**config.mk**
```make
export PLATFORM = sky130hd
export DESIGN_NAME = joystick_frame_to_differential_drive_top
export DESIGN_NICKNAME = d
export VERILOG_FILES = /design/src/rtl/jfdd_pkg.sv /design/src/rtl/joystick_frame_to_differential_drive_top.sv /design/src/rtl/jfdd_parser.sv /design/src/rtl/jfdd_axis.sv /design/src/rtl/jfdd_mixer.sv
export SDC_FILE = /design/constraint.sdc
export NUM_CORES = 1
export LEC_CHECK = 0
export ABC_AREA = 0
export BUFFER_PORTS_ARGS = -buffer_cell sky130_fd_sc_hd__buf_4
export CAP_MARGIN = 30
export CELL_PAD_IN_SITES_DETAIL_PLACEMENT = 1
export CELL_PAD_IN_SITES_GLOBAL_PLACEMENT = 2
export CORE_AREA = 2 2 177 223
export CTS_BUF_LIST = sky130_fd_sc_hd__clkbuf_8
export DETAILED_ROUTE_END_ITERATION = 8
export DIE_AREA = 0 0 179 225
export PLACE_DENSITY_LB_ADDON = 0.05
export RECOVER_POWER = 25
export SLEW_MARGIN = 20
export SYNTH_ARGS = -nofsm -noshare
export SYNTH_HDL_FRONTEND = slang
export SYNTH_HIERARCHICAL = 1
export SYNTH_SLANG_ARGS = --single-unit
```
**constraint.sdc**
```tcl
create_clock -name aclk -period 15 [get_ports aclk]
set_input_delay 0 -clock aclk [delete_from_list [all_inputs] [get_ports aclk]]
set_output_delay 0 -clock aclk [all_outputs]
set_load 0.05 [all_outputs]
```
**src/rtl/jfdd_pkg.sv**
```systemverilog
package jfdd_pkg;

    // Link framing bytes
    localparam logic [7:0] STX_BYTE = 8'h02;
    localparam logic [7:0] ETX_BYTE = 8'h03;

    // Frame payload store
    localparam int FRAME_LEN = 6;
    localparam int POS_W     = 3;
    localparam int IDX_W     = 3;

    localparam logic [POS_W-1:0] POS_HUNT    = 3'd0;
    localparam logic [POS_W-1:0] POS_BTN_END = 3'd2;
    localparam logic [POS_W-1:0] POS_LAST    = 3'd7;

    // Result kinds
    localparam logic KIND_MOTOR  = 1'b0;
    localparam logic KIND_BUTTON = 1'b1;

    // Button letters, set and clear pairs
    localparam logic [6:0] KEY_A = 7'h41;
    localparam logic [6:0] KEY_B = 7'h42;
    localparam logic [6:0] KEY_C = 7'h43;
    localparam logic [6:0] KEY_D = 7'h44;
    localparam logic [6:0] KEY_E = 7'h45;
    localparam logic [6:0] KEY_F = 7'h46;
    localparam logic [6:0] KEY_G = 7'h47;
    localparam logic [6:0] KEY_H = 7'h48;
    localparam logic [6:0] KEY_K = 7'h4B;
    localparam logic [6:0] KEY_L = 7'h4C;

    // Axis arithmetic: the three ASCII digits carry a bias of 48*111, and the
    // axis value is offset by a further 100.
    localparam logic [13:0] DIGIT_BIAS = 14'd5428;
    localparam logic [7:0]  AXIS_SAT   = 8'd200;
    // floor(n*32/25) for n < 200 as (n*5243) >> 12
    localparam logic [12:0] RECIP       = 13'd5243;
    localparam int          RECIP_SHIFT = 12;
    localparam logic [8:0]  CENTRE      = 9'd128;
    localparam logic [7:0]  DUTY_MAX    = 8'd255;

    typedef struct packed {
        logic                           kind;
        logic [FRAME_LEN-1:0][6:0]      payload;
        logic [5:0]                     buttons;
    } token_t;

    typedef struct packed {
        logic       kind;
        logic [7:0] x_pre;
        logic [7:0] y_pre;
        logic [5:0] buttons;
    } axis_t;

    function automatic logic [5:0] btn_update(input logic [5:0] btn, input logic [6:0] letter);
        logic [5:0] r;
        r = btn;
        case (letter)
            KEY_A:   r[0] = 1'b1;
            KEY_B:   r[0] = 1'b0;
            KEY_C:   r[1] = 1'b1;
            KEY_D:   r[1] = 1'b0;
            KEY_E:   r[2] = 1'b1;
            KEY_F:   r[2] = 1'b0;
            KEY_G:   r[3] = 1'b1;
            KEY_H:   r[3] = 1'b0;
            KEY_K:   r[5] = 1'b1;
            KEY_L:   r[5] = 1'b0;
            default: r = btn;
        endcase
        return r;
    endfunction

    // Axis value before scaling, limited to 0..200; 200 stands for saturation.
    function automatic logic [7:0] axis_pre(input logic [6:0] d0, input logic [6:0] d1,
                                            input logic [6:0] d2);
        logic [13:0] sum;
        logic [13:0] diff;
        logic [7:0]  r;
        sum  = 14'(d0) * 14'd100 + 14'(d1) * 14'd10 + 14'(d2);
        diff = sum - DIGIT_BIAS;
        if (sum <= DIGIT_BIAS) begin
            r = 8'd0;
        end else if (diff >= 14'(AXIS_SAT)) begin
            r = AXIS_SAT;
        end else begin
            r = diff[7:0];
        end
        return r;
    endfunction

endpackage

```
**src/rtl/joystick_frame_to_differential_drive_top.sv**
```systemverilog
// Joystick link parser and differential-drive mixer. One received link byte is
// taken per beat on the s_ channel, and a new byte can be accepted on every
// clock cycle. The s_ channel stalls only when all three stages already hold a
// result and the m_ channel is not taking its beat, so up to three results can
// queue behind a slow receiver. A frame STX, letter, ETX updates the six button
// bits and yields a button beat (m_tuser high, motor fields zero). A frame STX,
// six ASCII digits, ETX yields a motor beat (m_tuser low) with the phase levels
// and PWM duties for both motors. All other bytes give no result. The frame
// parser registers the finished frame on the accepting edge, then the axis
// decoder registers both decoded axes, and then the scaling and mixing stage
// loads the output register and m_tvalid rises. The deadband register sits
// at byte address 0 of the APB port (reset value 10) and should only be written
// while no result is in flight.
module joystick_frame_to_differential_drive_top
    import jfdd_pkg::*;
(
    input  logic        aclk,
    input  logic        aresetn,
    // APB configuration port
    input  logic        psel,
    input  logic        penable,
    input  logic        pwrite,
    input  logic [2:0]  paddr,
    input  logic [31:0] pwdata,
    output logic [31:0] prdata,
    output logic        pready,
    // Input byte stream
    input  logic        s_tvalid,
    output logic        s_tready,
    input  logic [7:0]  s_tdata,   // [7:0] rx_byte
    // Result stream
    output logic        m_tvalid,
    input  logic        m_tready,
    output logic [23:0] m_tdata,   // [0] left_forward, [1] right_forward,
                                   // [9:2] left_duty, [17:10] right_duty,
                                   // [23:18] button_bits
    output logic        m_tuser    // [0] result_kind
);

    localparam logic REG_DEADBAND = 1'b0;

    logic       deadband_sel;
    logic [6:0] deadband_val_reg;
    logic       cfg_wr;
    logic       tok_valid, tok_ready;
    token_t     tok;
    logic       ax_valid, ax_ready;
    axis_t      ax;

    // The register is decoded on the word address; byte offsets are ignored.
    assign pready = 1'b1;
    assign cfg_wr = psel && penable && pwrite && pready;
    assign deadband_sel = (paddr[2] == REG_DEADBAND);
    assign prdata = deadband_sel ? {25'd0, deadband_val_reg} : 32'd0;

    always_ff @(posedge aclk) begin
        if (!aresetn) begin
            deadband_val_reg <= 7'd10;
        end else if (cfg_wr && deadband_sel) begin
            deadband_val_reg <= pwdata[6:0];
        end
    end

    // Frame hunting, payload capture and button register.
    jfdd_parser u_parser (
        .aclk      (aclk),
        .aresetn   (aresetn),
        .in_valid  (s_tvalid),
        .in_ready  (s_tready),
        .in_byte   (s_tdata),
        .tok_valid (tok_valid),
        .tok_ready (tok_ready),
        .tok       (tok)
    );

    // Decimal decoding of both axes.
    jfdd_axis u_axis (
        .aclk      (aclk),
        .aresetn   (aresetn),
        .tok_valid (tok_valid),
        .tok_ready (tok_ready),
        .tok       (tok),
        .ax_valid  (ax_valid),
        .ax_ready  (ax_ready),
        .ax        (ax)
    );

    // Scaling, deadband, mixing and the output register.
    jfdd_mixer u_mixer (
        .aclk     (aclk),
        .aresetn  (aresetn),
        .deadband (deadband_val_reg),
        .ax_valid (ax_valid),
        .ax_ready (ax_ready),
        .ax       (ax),
        .m_tvalid (m_tvalid),
        .m_tready (m_tready),
        .m_tdata  (m_tdata),
        .m_tuser  (m_tuser)
    );

`ifndef ASSERT_OFF
    // A button beat never carries motor drive.
    a_button_no_drive: assert property (@(posedge aclk) disable iff (!aresetn)
        m_tvalid && (m_tuser == KIND_BUTTON) |-> m_tdata[17:0] == 18'd0)
        else $error("button beat carries motor fields");

    // With the output register empty the pipeline must accept a byte.
    a_ready_when_empty: assert property (@(posedge aclk) disable iff (!aresetn)
        !m_tvalid |-> s_tready)
        else $error("input stalled with empty output register");

    // A deadband write lands in the register.
    a_cfg_write: assert property (@(posedge aclk) disable iff (!aresetn)
        cfg_wr && (paddr[2] == REG_DEADBAND) |=> deadband_val_reg == $past(pwdata[6:0]))
        else $error("deadband write lost");
`endif

endmodule

```
**src/rtl/jfdd_parser.sv**
```systemverilog
module jfdd_parser
    import jfdd_pkg::*;
(
    input  logic         aclk,
    input  logic         aresetn,
    input  logic         in_valid,
    output logic         in_ready,
    input  logic [7:0]   in_byte,
    output logic         tok_valid,
    input  logic         tok_ready,
    output token_t       tok
);

    logic [POS_W-1:0]          pos_reg, pos_next;
    logic [FRAME_LEN-1:0][6:0] payload_reg, payload_next;
    logic [5:0]                btn_reg, btn_next;
    logic                      tok_vld_reg, tok_vld_next;
    token_t                    tok_reg, tok_next;
    logic                      fire;
    logic                      emit;
    logic                      emit_kind;
    logic [IDX_W-1:0]          wr_idx;

    assign in_ready  = !tok_vld_reg || tok_ready;
    assign fire      = in_valid && in_ready;
    assign wr_idx    = pos_reg - 3'd1;
    assign tok_valid = tok_vld_reg;
    assign tok       = tok_reg;

    always_comb begin
        pos_next     = pos_reg;
        payload_next = payload_reg;
        btn_next     = btn_reg;
        emit         = 1'b0;
        emit_kind    = KIND_MOTOR;
        if (fire) begin
            if (pos_reg == POS_HUNT) begin
                pos_next = (in_byte == STX_BYTE) ? 3'd1 : POS_HUNT;
            end else if (in_byte[7]) begin
                pos_next = POS_HUNT;
            end else if (in_byte == ETX_BYTE && pos_reg == POS_BTN_END) begin
                pos_next  = POS_HUNT;
                btn_next  = btn_update(btn_reg, payload_reg[0]);
                emit      = 1'b1;
                emit_kind = KIND_BUTTON;
            end else if (in_byte == ETX_BYTE && pos_reg == POS_LAST) begin
                pos_next  = POS_HUNT;
                emit      = 1'b1;
                emit_kind = KIND_MOTOR;
            end else if (pos_reg == POS_LAST) begin
                pos_next = POS_HUNT;
            end else begin
                payload_next[wr_idx] = in_byte[6:0];
                pos_next             = pos_reg + 3'd1;
            end
        end
    end

    always_comb begin
        tok_next.kind    = emit_kind;
        tok_next.payload = payload_reg;
        tok_next.buttons = btn_next;
        if (fire) begin
            tok_vld_next = emit;
        end else if (tok_ready) begin
            tok_vld_next = 1'b0;
        end else begin
            tok_vld_next = tok_vld_reg;
        end
    end

    always_ff @(posedge aclk) begin
        if (!aresetn) begin
            pos_reg     <= POS_HUNT;
            btn_reg     <= 6'd0;
            tok_vld_reg <= 1'b0;
        end else begin
            pos_reg     <= pos_next;
            btn_reg     <= btn_next;
            tok_vld_reg <= tok_vld_next;
        end
    end

    always_ff @(posedge aclk) begin
        payload_reg <= payload_next;
        if (fire && emit) begin
            tok_reg <= tok_next;
        end
    end

endmodule

```
**src/rtl/jfdd_axis.sv**
```systemverilog
module jfdd_axis
    import jfdd_pkg::*;
(
    input  logic   aclk,
    input  logic   aresetn,
    input  logic   tok_valid,
    output logic   tok_ready,
    input  token_t tok,
    output logic   ax_valid,
    input  logic   ax_ready,
    output axis_t  ax
);

    logic  ax_vld_reg;
    axis_t ax_reg, ax_next;

    assign tok_ready = !ax_vld_reg || ax_ready;
    assign ax_valid  = ax_vld_reg;
    assign ax        = ax_reg;

    always_comb begin
        ax_next.kind    = tok.kind;
        ax_next.x_pre   = axis_pre(tok.payload[0], tok.payload[1], tok.payload[2]);
        ax_next.y_pre   = axis_pre(tok.payload[3], tok.payload[4], tok.payload[5]);
        ax_next.buttons = tok.buttons;
    end

    always_ff @(posedge aclk) begin
        if (!aresetn) begin
            ax_vld_reg <= 1'b0;
        end else if (tok_ready) begin
            ax_vld_reg <= tok_valid;
        end
    end

    always_ff @(posedge aclk) begin
        if (tok_ready && tok_valid) begin
            ax_reg <= ax_next;
        end
    end

endmodule

```
**src/rtl/jfdd_mixer.sv**
```systemverilog
module jfdd_mixer
    import jfdd_pkg::*;
(
    input  logic        aclk,
    input  logic        aresetn,
    input  logic [6:0]  deadband,
    input  logic        ax_valid,
    output logic        ax_ready,
    input  axis_t       ax,
    output logic        m_tvalid,
    input  logic        m_tready,
    output logic [23:0] m_tdata,
    output logic        m_tuser
);

    logic        out_vld_reg;
    logic [23:0] data_reg, data_next;
    logic        kind_reg;
    logic [7:0]  x_val, y_val;
    logic [7:0]  xm, ym;
    logic        fwd, rgt, neg;
    logic [8:0]  diff, dmag, sum;
    logic [7:0]  duty_d, duty_s;
    logic        lf, rf;
    logic [7:0]  ld, rd;

    function automatic logic [7:0] scale(input logic [7:0] pre);
        logic [20:0] prod;
        logic [7:0]  r;
        prod = 21'(pre) * 21'(RECIP);
        if (pre >= AXIS_SAT) begin
            r = DUTY_MAX;
        end else begin
            r = prod[RECIP_SHIFT +: 8];
        end
        return r;
    endfunction

    function automatic logic [7:0] snap(input logic [7:0] v, input logic [6:0] db);
        logic [8:0] lo, hi;
        lo = {1'b0, v} + {2'b0, db};
        hi = CENTRE + {2'b0, db};
        return (lo > CENTRE && {1'b0, v} < hi) ? CENTRE[7:0] : v;
    endfunction

    // Twice the magnitude, clamped to full duty.
    function automatic logic [7:0] duty(input logic [8:0] mag);
        return (mag >= CENTRE) ? DUTY_MAX : {mag[6:0], 1'b0};
    endfunction

    assign ax_ready = !out_vld_reg || m_tready;
    assign m_tvalid = out_vld_reg;
    assign m_tdata  = data_reg;
    assign m_tuser  = kind_reg;

    always_comb begin
        x_val  = snap(scale(ax.x_pre), deadband);
        y_val  = snap(scale(ax.y_pre), deadband);
        fwd    = !({1'b0, x_val} > CENTRE);
        rgt    = {1'b0, y_val} > CENTRE;
        xm     = fwd ? (CENTRE[7:0] - x_val) : (x_val - CENTRE[7:0]);
        ym     = rgt ? (y_val - CENTRE[7:0]) : (CENTRE[7:0] - y_val);
        diff   = {1'b0, xm} - {1'b0, ym};
        neg    = diff[8];
        dmag   = neg ? (9'd0 - diff) : diff;
        sum    = {1'b0, xm} + {1'b0, ym};
        duty_d = duty(dmag);
        duty_s = duty(sum);
        if (rgt) begin
            ld = duty_s;
            lf = fwd;
            rd = duty_d;
            rf = fwd && !neg;
        end else begin
            ld = duty_d;
            lf = fwd && !neg;
            rd = duty_s;
            rf = fwd;
        end
        if (ax.kind == KIND_BUTTON) begin
            data_next = {ax.buttons, 18'd0};
        end else begin
            data_next = {ax.buttons, rd, ld, rf, lf};
        end
    end

    always_ff @(posedge aclk) begin
        if (!aresetn) begin
            out_vld_reg <= 1'b0;
        end else if (ax_ready) begin
            out_vld_reg <= ax_valid;
        end
    end

    always_ff @(posedge aclk) begin
        if (ax_ready && ax_valid) begin
            data_reg <= data_next;
            kind_reg <= ax.kind;
        end
    end

endmodule

```
==> results of run 1 <==
## through the flow
stage	hold WS (ps)	power [mW]	utilization, %	cells
detailed placement	268.3	0.5366	44.14	2102
global route	421.2	0.8774	45.97	2168
global placement	260.0	0.5359	44.12	2100
floorplan	98.87	0.5250	-	1588
CTS	282.7	0.8575	46.04	2168
finish	409.1	0.8467	45.97	2168
## cell families (layout without fill, tap and decap cells)
kind of cell / count (synthesis) / count (layout) / share of synthesized area [%]
adders and majority gates: 334 / 334 / 29.35
other: 3 / 27 / 0.07116
xor gates and xnor gates: 78 / 78 / 4.317
buffers and inverters: 189 / 277 / 5.369
muxes: 21 / 21 / 1.360
AOI/OAI and AO/OA: 365 / 365 / 16.48
and+or+nand+nor: 418 / 418 / 14.59
DFF: 156 / 156 / 28.47
## layout by cell type, fill, tap and decap left out, types with 13 or more instances in the layout
cell type      count
dfxtp_1           18
nand2b_1          20
dlygate4sd3_1     34
conb_1            27
nand3_1           29
mux2i_1           17
inv_1            141
buf_4             62
or2_2             17
o21bai_1          15
a211oi_1          17
and2_1            13
or3_1             13
fa_1              62
a21oi_1           92
xor2_1            30
nand2_1           83
edfxtp_1         138
clkbuf_8          18
o21ai_0           49
nor2_1            77
o21a_1            16
nor2b_1           27
xnor2_1           48
nor3_1            38
a21o_1            30
ha_1             272
## layer usage
metal  wire length (um)  GRT usage (%)
met5                  0              0
met4                496          4.563
met3                908          3.205
met2              21920          40.66
met1              17200          23.45
## power breakdown
group	switching (mW)	internal, mW
clock	0.177	0.139
combinational	0.0425	0.0209
sequential	0.000971	0.467
total	0.220	0.627
## final timing paths
path	endpoint	slack, ps	start	cells after the start
max	u_mixer/m_tdata[4]	2620	u_axis/ax[11]	38
min	u_parser/tok[21]	410	u_parser/payload_reg[15]	0
max reg2reg	u_mixer/m_tdata[4]	2620	u_axis/ax[11]	38
min reg2reg	u_parser/tok[21]	410	u_parser/payload_reg[15]	0
## what timing repair did
| item | in CTS | in global routing |
|---|---|---|
| hold endpoints to repair | 61 | 0 |
| hold buffers | 34 | 0 |
| buffers inserted | 0 | 0 |
## final cells by class
cell class / count / area share (%)
tap: 492 / 3.530
multi-input combinational: 1243 / 60.63
clock buffer: 18 / 1.421
sequential: 156 / 25.83
inverter: 140 / 3.013
clock inverter: 14 / 0.7533
timing repair buffer: 105 / 4.829
## critical path, delay by kind of cell (launching register included)
family	cells	cell delay, ps
buf+inv	1	70
compound gates	13	3550
mux	2	800
xor+xnor	2	490
simple gates	12	3350
fa+ha+maj	8	3230
flops	1	570
==> summary.txt, run 1 <==
Number of synthesized register bits -> 156
Final hold vios -> 0
Routed vias -> 11930
Setup TNS Final -> 0 ps
Cts bufs inserted -> 17
Syn Area/Cell -> 10.12 um^2
DPL Wire Length -> 32.54 mm
RSZ-0062 raised after global routing -> no
Die H -> 225 um
Global-route wire length before repair -> 66.12 mm
# setup viols final -> 0
IR drop worst, VDD -> 0.1172 mV
Yosys top cell area share -> 26.19%
CTS tree -> built
Clk slew on worst S/H paths -> 110 ps
Top post-synthesis cells by area -> edfxtp_1 (26%), ha_1 (22%), fa_1 (7.8%)
Post-route DRC -> 0
Pre-CTS WS -> 2571 ps
Area Growth Syn to Fin -> 10.21%
DRT antenna net count -> 0
Status -> complete, no violations
Buffers added on ports -> 56
Rows -> 80
Number of flip-flops in the largest register -> 48
FFs w/ async S/R, synth -> 0%
Arrival @ worst endpoint -> 12580 ps
H-tree depth -> 4
Grt total ovfl -> 0
Max-cap violations -> 0
Initial antenna violation count -> 0
DR iter-0 viols -> 374
Worst EP required -> 15200 ps
FMAX -> 80.78 MHz
Total GRT Usage -> 20.88%
Post-synthesis cell count -> 1564
Number of flops mapped to enable cells by yosys -> 138
Critical path class -> flop to flop
Relative slew slack -> 37.47%
Drt pass-1 iters -> 4
Root buffer cell -> clkbuf_8
Multi-input logic area -> 0.01057 mm^2
Post-synthesis cell area -> 0.01582 mm^2
Leakage -> 7.790 nW
Placed cell areas -> 0.01675 mm^2
WL per Instance -> 18.69 um
Largest net degree at the start of global routing -> 28
Antenna Cells -> 0
Critical path peak fanout -> 14
Vias in the first global route -> 12900
Core area -> 0.03794 mm^2
Warnings from Yosys -> 6
GP Congestion -> 0.8402
Final Cycle Share -> 82.53%
Die W -> 179 um
Top Ports -> 110
Nets -> 2047
Clock Latency Late Sink -> 500 ps
Resized Gates After CTS -> 0
Critical path's largest stage delay -> 700 ps
Fin area -> 0.01744 mm^2
Path type of the worst min-delay path -> flop to flop
Nature of the critical path startpoint -> flop
Filler cells -> 4217
Slowest CP cell -> or4b_2
Synth Flop Type -> edfxtp_1
Post-synth top area cell -> edfxtp_1
Total Wirelength -> 40.53 mm
Synth unique cells -> 101
CTS Sinks -> 156
Fraction of layout cells with a size suffix above 1 -> 9.427%
Synth top cells by count -> ha_1 (272), inv_1 (140), edfxtp_1 (138)
Top-count cell post-synth -> ha_1
Seq/Total Area, Yosys -> 28.47%
Setup Skew -> 16.70 ps
CTS max path bufs -> 2
PnR worst setup slack -> 2621 ps
Fin. max-slew vios -> 0
Worst-margin pin slew -> 934.5 ps
Min cycle time layout -> 12380 ps
Initial Util -> 41.71%
Pwr dens -> 48.55 mW/mm^2
Die Area -> 0.04028 mm^2
Vias per cell -> 5.503
Storage cell area -> 0.004504 mm^2
Crit path capture type -> flop
Note: power is estimated with default switching activity, not from simulation.
==> run 2: changes to the inputs <==
ABC_AREA = 1   (was 0)
CORE_AREA = 2 2 189 237   (was 2 2 177 223)
DIE_AREA = 0 0 191 239   (was 0 0 179 225)
clock period = 12.3 ns   (was 15 ns; I/O delays follow)
==> summary.txt, run 2 <==
Status -> complete, no violations
Total GRT Usage -> 20.40%
Area Growth Syn to Fin -> 10.14%
Hold Crit Depth -> 3
DPL Wire Length -> 36.92 mm
Vias in the first global route -> 14530
FFs w/ async S/R, synth -> 0%
Vias per cell -> 4.912
Nature of the critical path startpoint -> flop
# setup viols final -> 0
Buffers added on ports -> 56
Warnings from Yosys -> 6
Drt pass-1 iters -> 4
H-tree depth -> 4
Setup TNS Final -> 0 ps
Critical path's largest stage delay -> 580 ps
Top-count cell post-synth -> nand2_1
Min cycle time layout -> 10080 ps
DRT antenna net count -> 0
Largest net degree at the start of global routing -> 49
RSZ-0062 raised after global routing -> no
WL per Instance -> 15.89 um
Grt total ovfl -> 0
Synth top cells by count -> nand2_1 (464), inv_1 (343), ha_1 (272)
Rows -> 86
Slowest CP cell -> fa_1
Setup Skew -> 17.61 ps
Fraction of layout cells with a size suffix above 1 -> 9.524%
DR iter-0 viols -> 379
Post-synthesis cell count -> 2095
Arrival @ worst endpoint -> 10340 ps
Resized Gates After CTS -> 0
Initial Util -> 38.51%
GP Congestion -> 0.8222
Placed cell areas -> 0.01776 mm^2
Hold Startpoint -> aresetn
Fin. max-slew vios -> 0
Cts bufs inserted -> 17
Die H -> 239 um
Internal cell power -> 0.7799 mW
Total Wirelength -> 44.15 mm
Leakage -> 9.459 nW
Root buffer cell -> clkbuf_8
Nets -> 2576
Yosys top cell area share -> 24.69%
Final hold vios -> 0
Sequential share of power -> 52.4%
Worst reg2reg path endpoint -> u_mixer/m_tdata[9]
Seq/Total Area, Yosys -> 26.84%
Synth Flop Type -> edfxtp_1
Relative slew slack -> 51.00%
Fin area -> 0.01848 mm^2
Commonest non-fill, non-tap cell in the layout -> nand2_1
Core area -> 0.04358 mm^2
Max-cap violations -> 0
Die W -> 191 um
Number of flops mapped to enable cells by yosys -> 138
Global-route wire length before repair -> 73.29 mm
Hold EP -> u_axis/ax_valid
Reg2reg path depth -> 50
Worst-margin pin slew -> 735.1 ps
Most frequent CP cell -> nand2_1
Worst r2r src -> u_axis/ax[16]
Placed Instances -> 2711
Comb power frac -> 11.1%
Path type of the worst min-delay path -> input port to flop
Pwr dens -> 59.20 mW/mm^2
Post-Layout Cell Count -> 2778
Crit path capture type -> flop
Final Cycle Share -> 81.97%
Post-route DRC -> 0
Pre-CTS WS -> 2162 ps
Synth unique cells -> 55
Initial antenna violation count -> 1
Net Sw Frac -> 28.73%
Largest delay share family, worst path -> adder cells
Post-synth top area cell -> edfxtp_1
Worst EP required -> 12560 ps
CTS tree -> built
Post-synthesis cell area -> 0.01678 mm^2
Number of synthesized register bits -> 156
Number of flip-flops in the largest register -> 48
FMAX -> 99.18 MHz
Critical path class -> flop to flop
Buf/Inv on CP -> 8
Top Ports -> 110
Syn Area/Cell -> 8.011 um^2
Top post-synthesis cells by area -> edfxtp_1 (25%), ha_1 (20%), nand2_1 (10%)
Die Area -> 0.04565 mm^2
PnR worst setup slack -> 2217 ps
CTS max path bufs -> 2
CTS Sinks -> 156
IR drop worst, VDD -> 0.08890 mV
Clock Latency Late Sink -> 510 ps
Clk slew on worst S/H paths -> 100 ps
Reg2reg setup slack -> 2220 ps
Critical path peak fanout -> 11
Routed vias -> 13650
Commonest non-fill, non-tap cells in the layout -> nand2_1 (464), inv_1 (343), ha_1 (272)
Psw -> 0.3143 mW
Clock power frac -> 36.5%
==> run 2: cell types whose count changed in the layout (fill, tap and decap cells not counted), moves of 20 or more <==
| cell | previous run | this run |
|---|---|---|
| nor3_1 | 38 | 13 |
| inv_2 | 0 | 20 |
| nor2b_1 | 27 | 0 |
| o21ai_0 | 49 | 23 |
| nand2b_1 | 20 | 0 |
| xnor2_1 | 48 | 21 |
| nand2_2 | 1 | 30 |
| nor2_2 | 0 | 23 |
| inv_1 | 141 | 343 |
| nand3_1 | 29 | 160 |
| nand2_1 | 83 | 464 |
| nor2_1 | 77 | 171 |
==> run 2: final cells by class <==
class | instances | area [um^2]
repair buffers | 94 | 772.0
well taps | 572 | 715.7
multi-input cells | 1559 | 10720
clock buffers | 17 | 234.0
diodes | 1 | 2.502
inverters | 364 | 1369
clock inverters | 15 | 167.7
fillers | 5368 | 25100
flip-flops and latches | 156 | 4504
==> run 2: kinds of logic (layout without fill, tap and decap cells) <==
family,count (synthesis),in the layout,share of synthesized area [%]
adder cells (fa/ha/maj),334,334,27.67
other,3,28,0.06709
AO/OA/AOI/OAI,205,205,7.284
flip-flops,156,156,26.84
buffers and inverters,404,490,9.871
XOR/XNOR,57,57,2.975
AND/OR/NAND/NOR,936,936,25.29
==> run 2: what timing repair did <==
action | CTS | global route
buffers inserted | 0 | 0
hold endpoints to repair | 60 | 0
hold buffers | 33 | 0
setup endpoints to repair | 0 | 0
==> run 2: layer usage <==
metal | wire length, um | GRT usage, %
met5 | 0 | 0
met1 | 18920 | 24.20
met4 | 615 | 4.933
met3 | 711 | 2.217
met2 | 23890 | 38.76
==> run 2: power groups by stage <==
stage | Sequential, mW | Clock, mW | Combinational, mW
floorplan | 0.584 | 0 | 0.0939
finish | 0.573 | 0.399 | 0.122
global route | 0.573 | 0.432 | 0.137
detailed placement | 0.585 | 0 | 0.117
CTS | 0.573 | 0.416 | 0.124
global placement | 0.585 | 0 | 0.116
==> run 2: how the worst max path moves through the flow <==
stage / startpoint / depth (start not counted) / end
2_1_floorplan: u_axis/ax[16] / 44 / u_mixer/m_tdata[3]
3_3_place_gp: u_axis/ax[16] / 46 / u_mixer/m_tdata[9]
3_5_place_dp: u_axis/ax[16] / 50 / u_mixer/m_tdata[17]
4_1_cts: u_axis/ax[16] / 50 / u_mixer/m_tdata[9]
5_1_grt: u_axis/ax[16] / 47 / u_mixer/m_tdata[9]
6_report: u_axis/ax[16] / 50 / u_mixer/m_tdata[9]
==> run 2: through the flow <==
stage | util (%) | hold WS [ps] | power (mW)
3_3_place_gp | 40.73 | 225.0 | 0.7010
5_1_grt | 42.41 | 344.0 | 1.142
3_5_place_dp | 40.74 | 224.7 | 0.7023
4_1_cts | 42.42 | 274.8 | 1.114
2_1_floorplan | - | 84.62 | 0.6778
6_report | 42.41 | 377.2 | 1.094
==> run 2: worst reg2reg max path: cells and delay by family, from the launching register on <==
family          cells  cell delay [ps]
compound gates     10             1970
xor+xnor            1              150
fa+ha+maj           9             3640
buf+inv             8              650
flops               1              560
simple gates       22             2870
==> run 3: changes to the inputs <==
ABC_AREA = 0   (was 1)
CORE_AREA = 2 2 186 234   (was 2 2 189 237)
DIE_AREA = 0 0 188 236   (was 0 0 191 239)
clock period = 8.6 ns   (was 12.3 ns; I/O delays follow)
==> summary.txt, run 3 (synthesis results as in run 1) <==
CTS tree -> built
Psw -> 0.3985 mW
Sequential share of power -> 54.7%
Met2 wire length -> 24.38 mm
Storage cell area -> 0.004504 mm^2
Setup TNS Final -> -12030 ps
Arrival @ worst endpoint -> 9570 ps
Setup Skew -> 18.45 ps
Commonest non-fill, non-tap cell in the layout -> buf_4
Pwr dens -> 74.67 mW/mm^2
Top Ports -> 110
Worst setup path endpoint -> u_mixer/m_tdata[8]
Multi-input logic area -> 0.01125 mm^2
Buffers added on ports -> 56
Clk slew on worst S/H paths -> 100 ps
Reg2reg setup slack -> -770 ps
Final Cycle Share -> 109.0%
Area Growth Syn to Fin -> 26.29%
Pre-CTS WS -> -1393 ps
Failing checks -> setup timing
Path type of the worst min-delay path -> input port to flop
Clock power frac -> 35.2%
Die W -> 188 um
Metal3 WL -> 593 um
Global-route wire length before repair -> 71.02 mm
Vias in the first global route -> 13710
Nature of the critical path startpoint -> flop
Commonest non-fill, non-tap cells in the layout -> buf_4 (283), ha_1 (257), inv_1 (139)
Rows -> 85
Placed cell areas -> 0.01856 mm^2
Placed Instances -> 2376
Worst-margin pin slew -> 826.5 ps
Filler cells -> 4696
Post-route DRC -> 0
Final hold vios -> 0
Critical path class -> flop to flop
Fraction of layout cells with a size suffix above 1 -> 25.74%
Clock Latency Late Sink -> 500 ps
Cts bufs inserted -> 17
CTS Sinks -> 156
H-tree depth -> 4
Core area -> 0.04243 mm^2
RSZ-0062 raised after global routing -> yes
Min cycle time layout -> 9370 ps
Critical path's largest stage delay -> 610 ps
Comb power frac -> 10.1%
Max-cap violations -> 0
Worst Setup SP -> u_axis/ax[10]
Fin. max-slew vios -> 0
IR drop worst, VDD -> 0.1701 mV
Worst reg2reg path endpoint -> u_mixer/m_tdata[8]
Root buffer cell -> clkbuf_8
PnR worst setup slack -> -770.3 ps
Fin area -> 0.01998 mm^2
Routed vias -> 12800
Number of flip-flops in the largest register -> 48
Initial antenna violation count -> 0
CTS max path bufs -> 2
Largest net degree at the start of global routing -> 49
Die H -> 236 um
Worst r2r src -> u_axis/ax[10]
Most frequent CP cell -> fa_1
Drt pass-1 iters -> 4
FMAX -> 106.7 MHz
GP Congestion -> 0.8353
Antenna Cells -> 0
Grt total ovfl -> 0
Metal1 wirelength -> 17.88 mm
Nets -> 2275
Total Wirelength -> 44.24 mm
WL per Instance -> 17.92 um
Worst EP required -> 8800 ps
Vias per cell -> 5.186
DPL Wire Length -> 36.52 mm
Slowest CP cell -> fa_1
Net Sw Frac -> 26.70%
DR iter-0 viols -> 300
Highest Signal Layer -> met4
Die Area -> 0.04437 mm^2
Reg2reg path depth -> 40
DRT antenna net count -> 0
End-of-flow core utilization -> 47.09%
Internal cell power -> 1.094 mW
Critical path peak fanout -> 6
Post-Layout Cell Count -> 2469
Relative slew slack -> 44.50%
Status -> complete, but fails checks
Leakage -> 9.054 nW
# setup viols final -> 18
Initial Util -> 37.29%
Crit path capture type -> flop
Total GRT Usage -> 20.14%
[run 3: changes by cell type in the layout (fill, tap and decap cells not counted), sizes merged, moves of 18 or more]
cell | before | now
inv | 374 | 145
nor2b | 0 | 28
a211oi | 0 | 19
a21oi | 118 | 92
nor3 | 13 | 41
nor2 | 199 | 79
xnor2 | 21 | 48
nand2b | 0 | 20
nand3 | 180 | 30
o21ai | 35 | 53
nand2 | 499 | 84
buf | 54 | 293
[run 3: stage by stage]
step	hold WS (ps)	total power, mW
finish	144.0	1.492
global route	137.6	1.551
CTS	100.7	1.506
detailed placement	268.0	0.9572
global placement	262.9	0.9558
floorplan	98.87	0.9194
[run 3: power groups by stage]
stage / Clock, mW / Combinational (mW) / Sequential, mW
floorplan: 0 / 0.0863 / 0.833
global placement: 0 / 0.122 / 0.834
detailed placement: 0 / 0.123 / 0.834
CTS: 0.547 / 0.142 / 0.817
global route: 0.573 / 0.161 / 0.817
finish: 0.525 / 0.150 / 0.817
[run 3: routing by layer]
metal  vias up  GRT usage, %
met4         0         7.707
met3        64         1.904
li1       6346             -
met5         -             0
met1      6266         21.83
met2       127         39.71
[run 3: critical path: cells and delay by family, from the launching register on]
| family | cells | cell delay [ps] |
|---|---|---|
| and+or+nand+nor | 12 | 2630 |
| adders and majority gates | 9 | 3260 |
| xor gates and xnor gates | 1 | 200 |
| AOI/OAI and AO/OA | 11 | 1610 |
| DFF | 1 | 430 |
| muxes | 1 | 330 |
| buffers and inverters | 6 | 610 |
[run 3: how the worst min path moves through the flow]
stage,startpoint,endpoint,slack (ps),cells after the start
3_5_place_dp,pwdata[4],deadband_val_reg[4],270,3
4_1_cts,penable,deadband_val_reg[1],100,3
2_1_floorplan,s_tdata[0],u_parser/payload_reg[0],100,0
5_1_grt,penable,deadband_val_reg[1],140,3
6_report,penable,deadband_val_reg[1],140,3
3_3_place_gp,pwdata[4],deadband_val_reg[4],260,3
[run 3: final cells by class]
class,count,area share [%]
clock buffers,18,1.240
clock inverters,14,0.6574
inverters,140,2.630
multi-input cells,1243,56.30
flip-flops and latches,156,22.54
well taps,565,3.537
repair buffers,333,13.10
[run 3: repair_timing]
item | CTS | global route
setup buffers | 18 | 10
cloned | 0 | 0
hold buffers | 33 | 0
resized for setup | 47 | 64
pin swaps | 35 | 54
setup endpoints to repair | 18 | 18
hold endpoints to repair | 61 | 0
